--- src/rtl/core/tli_pkg.sv ---
`timescale 1ns / 1ps

package tli_pkg;

  typedef struct packed {
    logic               action;
    logic [9:0]         entry_index;
    logic signed [31:0] entry_x;
    logic [16:0]        entry_cdf;
    logic [31:0]        entry_pdf;
    logic signed [31:0] query_point;
  } in_t;

  typedef struct packed {
    logic [16:0] cdf_value;
    logic [31:0] pdf_value;
    logic        below_range;
    logic        above_range;
  } out_t;

  typedef struct packed {
    logic signed [31:0] x;
    logic [16:0]        cdf;
    logic [31:0]        pdf;
  } entry_t;

  localparam int unsigned CFG_DATA_W = 32;
  localparam int unsigned CFG_IDX_W  = 1;

  typedef enum logic [CFG_IDX_W-1:0] {
    CFG_TABLE_ENTRIES = 1'b0,
    CFG_PDF_SCALE     = 1'b1
  } cfg_idx_e;

  localparam logic        ACTION_LOAD       = 1'b0;
  localparam logic        ACTION_QUERY      = 1'b1;
  localparam logic [10:0] TABLE_ENTRIES_RST = 11'd2;
  localparam logic [31:0] PDF_SCALE_RST     = 32'd65536;
  localparam logic [16:0] CDF_UNITY         = 17'd65536;
  localparam logic [6:0]  DIV_STEPS         = 7'd64;

  typedef enum logic [1:0] {
    ADDR_ZERO,
    ADDR_ONE,
    ADDR_LAST,
    ADDR_NEXT
  } addr_sel_e;

  typedef enum logic [1:0] {
    MUL_CDF,
    MUL_PDF,
    MUL_SCALE
  } mul_sel_e;

  typedef enum logic [2:0] {
    CDF_HOLD,
    CDF_ZERO,
    CDF_SET_ONE,
    CDF_LEFT,
    CDF_LERP
  } cdf_op_e;

  typedef enum logic [1:0] {
    PDF_HOLD,
    PDF_LEFT,
    PDF_RDATA,
    PDF_LERP
  } pdf_op_e;

  typedef struct packed {
    logic      mem_we;
    logic      query_load;
    addr_sel_e addr_sel;
    logic      left_load;
    logic      cur_set_one;
    logic      cur_inc;
    logic      flags_load;
    logic      setup_load;
    logic      acc_load;
    logic      div_step;
    mul_sel_e  mul_sel;
    cdf_op_e   cdf_op;
    pdf_op_e   pdf_op;
    logic      out_load;
  } cmd_t;

  typedef struct packed {
    logic below;
    logic above;
    logic search_go;
    logic degenerate;
    logic div_last;
  } sts_t;

endpackage

--- src/rtl/core/tli_ctrl.sv ---
`timescale 1ns / 1ps

module tli_ctrl (
  input  logic          clk_i,
  input  logic          rst_ni,
  input  logic          in_valid_i,
  input  logic          in_action_i,
  output logic          in_stall_o,
  input  logic          out_stall_i,
  output logic          out_valid_o,
  input  tli_pkg::sts_t sts_i,
  output tli_pkg::cmd_t cmd_o
);

  typedef enum logic [11:0] {
    S_IDLE     = 12'b0000_0000_0001,
    S_RD_FIRST = 12'b0000_0000_0010,
    S_RD_LAST  = 12'b0000_0000_0100,
    S_CHECK    = 12'b0000_0000_1000,
    S_SEARCH   = 12'b0000_0001_0000,
    S_MUL_C    = 12'b0000_0010_0000,
    S_DIV_C    = 12'b0000_0100_0000,
    S_MUL_P    = 12'b0000_1000_0000,
    S_DIV_P    = 12'b0001_0000_0000,
    S_LERP_P   = 12'b0010_0000_0000,
    S_SCALE    = 12'b0100_0000_0000,
    S_SAT      = 12'b1000_0000_0000
  } state_e;

  state_e state_q, state_d;
  logic   out_valid_q, out_valid_d;
  logic   in_acc;

  assign in_stall_o  = (state_q != S_IDLE);
  assign in_acc      = in_valid_i && (state_q == S_IDLE);
  assign out_valid_o = out_valid_q;

  always_comb begin
    state_d = state_q;
    cmd_o   = '0;
    cmd_o.addr_sel = tli_pkg::ADDR_ZERO;
    cmd_o.mul_sel  = tli_pkg::MUL_CDF;
    cmd_o.cdf_op   = tli_pkg::CDF_HOLD;
    cmd_o.pdf_op   = tli_pkg::PDF_HOLD;
    case (state_q)
      S_IDLE: begin
        if (in_acc) begin
          if (in_action_i == tli_pkg::ACTION_LOAD) begin
            cmd_o.mem_we = 1'b1;
          end else begin
            cmd_o.query_load = 1'b1;
            state_d = S_RD_FIRST;
          end
        end
      end
      S_RD_FIRST: begin
        cmd_o.addr_sel = tli_pkg::ADDR_ZERO;
        state_d = S_RD_LAST;
      end
      S_RD_LAST: begin
        cmd_o.addr_sel  = tli_pkg::ADDR_LAST;
        cmd_o.left_load = 1'b1;
        state_d = S_CHECK;
      end
      S_CHECK: begin
        cmd_o.addr_sel    = tli_pkg::ADDR_ONE;
        cmd_o.cur_set_one = 1'b1;
        cmd_o.flags_load  = 1'b1;
        if (sts_i.below) begin
          cmd_o.cdf_op = tli_pkg::CDF_ZERO;
          cmd_o.pdf_op = tli_pkg::PDF_LEFT;
          state_d = S_SCALE;
        end else if (sts_i.above) begin
          cmd_o.cdf_op = tli_pkg::CDF_SET_ONE;
          cmd_o.pdf_op = tli_pkg::PDF_RDATA;
          state_d = S_SCALE;
        end else begin
          state_d = S_SEARCH;
        end
      end
      S_SEARCH: begin
        cmd_o.addr_sel = tli_pkg::ADDR_NEXT;
        if (sts_i.search_go) begin
          cmd_o.left_load = 1'b1;
          cmd_o.cur_inc   = 1'b1;
        end else begin
          cmd_o.setup_load = 1'b1;
          if (sts_i.degenerate) begin
            cmd_o.cdf_op = tli_pkg::CDF_LEFT;
            cmd_o.pdf_op = tli_pkg::PDF_LEFT;
            state_d = S_SCALE;
          end else begin
            state_d = S_MUL_C;
          end
        end
      end
      S_MUL_C: begin
        cmd_o.mul_sel  = tli_pkg::MUL_CDF;
        cmd_o.acc_load = 1'b1;
        state_d = S_DIV_C;
      end
      S_DIV_C: begin
        cmd_o.div_step = 1'b1;
        if (sts_i.div_last) begin
          state_d = S_MUL_P;
        end
      end
      S_MUL_P: begin
        cmd_o.cdf_op   = tli_pkg::CDF_LERP;
        cmd_o.mul_sel  = tli_pkg::MUL_PDF;
        cmd_o.acc_load = 1'b1;
        state_d = S_DIV_P;
      end
      S_DIV_P: begin
        cmd_o.div_step = 1'b1;
        if (sts_i.div_last) begin
          state_d = S_LERP_P;
        end
      end
      S_LERP_P: begin
        cmd_o.pdf_op = tli_pkg::PDF_LERP;
        state_d = S_SCALE;
      end
      S_SCALE: begin
        cmd_o.mul_sel  = tli_pkg::MUL_SCALE;
        cmd_o.acc_load = 1'b1;
        state_d = S_SAT;
      end
      S_SAT: begin
        if (!(out_valid_q && out_stall_i)) begin
          cmd_o.out_load = 1'b1;
          state_d = S_IDLE;
        end
      end
      default: begin
        state_d = S_IDLE;
      end
    endcase
  end

  always_comb begin
    out_valid_d = out_valid_q;
    if (out_valid_q && !out_stall_i) begin
      out_valid_d = 1'b0;
    end
    if (cmd_o.out_load) begin
      out_valid_d = 1'b1;
    end
  end

  always_ff @(posedge clk_i or negedge rst_ni) begin
    if (!rst_ni) begin
      state_q     <= S_IDLE;
      out_valid_q <= 1'b0;
    end else begin
      state_q     <= state_d;
      out_valid_q <= out_valid_d;
    end
  end

endmodule

--- config.mk ---
export PLATFORM = sky130hd
export DESIGN_NAME = tli_ctrl
export DESIGN_NICKNAME = d
export VERILOG_FILES = /design/src/rtl/core/tli_pkg.sv /design/src/rtl/core/tli_ctrl.sv
export SDC_FILE = /design/constraint.sdc
export NUM_CORES = 1
export LEC_CHECK = 0
export BUFFER_PORTS_ARGS = -buffer_cell sky130_fd_sc_hd__buf_2
export CORE_ASPECT_RATIO = 1.25
export CORE_MARGIN = 10
export CORE_UTILIZATION = 30
export CTS_BUF_LIST = sky130_fd_sc_hd__clkbuf_16
export DETAILED_ROUTE_END_ITERATION = 10
export SYNTH_ARGS = -nofsm -noshare
export SYNTH_HDL_FRONTEND = slang
export SYNTH_SLANG_ARGS = --single-unit
--- constraint.sdc ---
create_clock -name clk_i -period 1.77 [get_ports clk_i]
set_input_delay 0.177 -clock clk_i [delete_from_list [all_inputs] [get_ports clk_i]]
set_output_delay 0.177 -clock clk_i [all_outputs]
set_load 0.02 [all_outputs]
==> impl_metrics.ini <==
[routing]
firstDrtPassIters = 4
wl_um = 4330
viasPerCell = 5.33
vias = 1253
antenna_left = 0
wl_per_cell_um = 18.4
drc_errors = 0
drt_iter0_drc = 69

[clock_tree]
clock-root-buffer = clkbuf_16
cts_buffers = 3
path_clk_slew_ns = 0.05
cts_tree = built
clk_latency_ns = 0.24
h-tree-depth = 1
clock_tree.buffer_depth = 2
clock_sinks = 13

[logic_synthesis]
synth-main-ff-cell = dfrtp_1
yosysWarnings = 0
synthArstFlopShare_pct = 100
yosysSeqAreaShare_pct = 33.2
synth_enable_flop_cells = 0
yosysUniqueCellTypes = 38
synth.ff_latch_count = 13
syn_inst = 117
synth.most_common_cell = nand2_1
synthesis.nets = 127
yosys-top-cells-count = 18 x nand2_1, 12 x dfrtp_1, 9 x nor4b_1
yosys-top-cells-area = dfrtp_1 30%, nor4b_1 8.0%, nand2_1 6.9%
syn_area_um2 = 985
yosysTopAreaCellShare_pct = 30.5
syn-mean-instance-area_um2 = 8.42
synth_area_leader_cell = dfrtp_1

[worst_setup_path]
reg2reg_depth = 9
end_kind = output port
cp.arrival_ns = 1.93
crit_fanout = 4
required_ns = 1.59
critPathLaunchType = flip-flop
worstSetupPathType = flip-flop to output port

[cells_and_area]
final_util_pct = 61.7
post-route-cell-area_mm2 = 0.00197
drive_gt1_share_pct = 66.7
diodes = 0
fillers = 239
syn_to_final_growth_pct = 100
final_nets = 209

[grt]
grt_usage_pct = 14.2
grt_pass1_vias = 1408
grt_max_degree = 14
antenna_found_initial = 0
grt_pass1_wl_um = 6980
grt_overflow = 0

[pwr]
seq_power_share_pct = 22.4
p_int_mw = 1.07
power_frac_clock_pct = 25.2
leakagePower_nw = 0.980
vdd_drop_max_mv = 0.694
power_frac_comb_pct = 52.3
p_switching_uw = 636
powerDensity_mw_per_mm2 = 869
switching_share_pct = 37.2

[sta]
min_period_ns = 2.11
clock.fmax_mhz = 475
period_share_pct = 119
slew_violations = 0
hold_viol = 0
slew_headroom_pct = 63.5
setup_viol = 27
setup_ws_ns = -0.337
worst_pin_slew_ns = 0.540
rsz0062_at_grt = yes
clock_skew_ns = 0.00359

[placement]
dpl_cell_area_mm2 = 0.00143
hpwl_um = 2670
place_congestion = 0.813
io_buffer_count = 30

[min_path]
worstHoldPathType = primary input to flip-flop
whs_path_depth = 2

[outcome]
status = complete, but fails checks
violations = negative setup slack

[floorplan]
rows = 23
die_h_um = 84.1
initial_core_util_pct = 30.8
ioPinCount = 31
fp.dieW_um = 71.2
dieArea_mm2 = 0.00599
placeableCoreArea_mm2 = 0.00319

[flow_run]
drv_cap = 0
[sequential cells by signal, summed over array words and instances, names as in the netlist]
signal,count
state_q,12
out_valid_o,1
[per-layer routing]
metal / GRT usage (%) / share of wire (%)
met5: 0 / 0
met4: 7.05 / 3.0
met3: 4.88 / 5.6
met2: 24.4 / 54
met1: 14.6 / 37
[placed cells by master, fill, tap and decap left out, types with 4 or more instances in the layout]
master and instances:
nand4_1 6, nand2_1 11, buf_2 10, buf_6 25, nand2_2 5, dfrtp_1 8, nor4_4 4, inv_1 7
buf_4 51, nor2_1 4, nor4b_1 8, dfrtp_2 4
[logic make-up after synthesis]
kind of cell	count (synthesis)	share of synthesized area, %
AO/OA/AOI/OAI	12	9.66
XOR/XNOR	4	3.56
buffers and inverters	18	8.77
flip-flops	13	33.2
multiplexers	1	1.02
AND/OR/NAND/NOR	69	43.8
[area by class of cell]
| type | count | area (um2) | area share (%) |
|---|---|---|---|
| multi-input cells | 86 | 758 | 38.5 |
| repair buffers | 87 | 724 | 36.8 |
| flip-flops and latches | 13 | 332 | 16.8 |
| clock buffers | 3 | 75.1 | 3.81 |
| well taps | 37 | 46.3 | 2.35 |
| inverters | 8 | 30.0 | 1.52 |
| clock inverters | 1 | 3.75 | 0.191 |
[worst max-delay path, stage by stage, from the launching register on]
cell     delay (ns)
dfrtp_1        0.41
nor4_4         0.36
buf_4          0.20
nand2_1        0.09
nor4_2         0.18
buf_4          0.17
and3_4         0.17
buf_6          0.11
[repair_timing]
action / 4_1_cts / 5_1_grt
gates resized for setup: 63 / 18
setup endpoints to repair: 24 / 27
endpoints found under the hold margin: 12 / 0
buffers inserted: 17 / 8
hold buffers: 1 / 0
pin swaps: 13 / 8
[power groups by stage]
stage               combinational (mW)  sequential, mW  clock [mW]
finish                           0.896           0.384       0.431
global placement                 0.594           0.382           0
floorplan                        0.416           0.338           0
detailed placement               0.608           0.385           0
global route                     0.963           0.386       0.454
CTS                              0.785           0.380       0.433
[metrics by stage]
stage          std cells  power (mW)  hold WS, ns  TNS (ns)  setup slack (ns)
4_1_cts              228        1.60        0.141     -3.63            -0.232
5_1_grt              235        1.80        0.148     -6.70            -0.417
2_1_floorplan        117       0.754       -0.119    -0.683            -0.118
6_report             235        1.71        0.148     -5.33            -0.337
3_3_place_gp         206       0.975       0.0900    -0.384           -0.0852
3_5_place_dp         206       0.993       0.0946    -0.823            -0.108
[final timing paths]
check,slack (ns),startpoint,endpoint
max,-0.34,state_q[9],cmd_o[17]
max in group asynchronous,1.10,rst_ni,state_q[0]
max reg2reg,-0.17,state_q[9],state_q[2]
min in group asynchronous,0.37,rst_ni,state_q[11]
min,0.15,sts_i[0],state_q[8]
min reg2reg,0.69,state_q[3],state_q[2]
No activity file was read; power rests on OpenSTA's default activity.
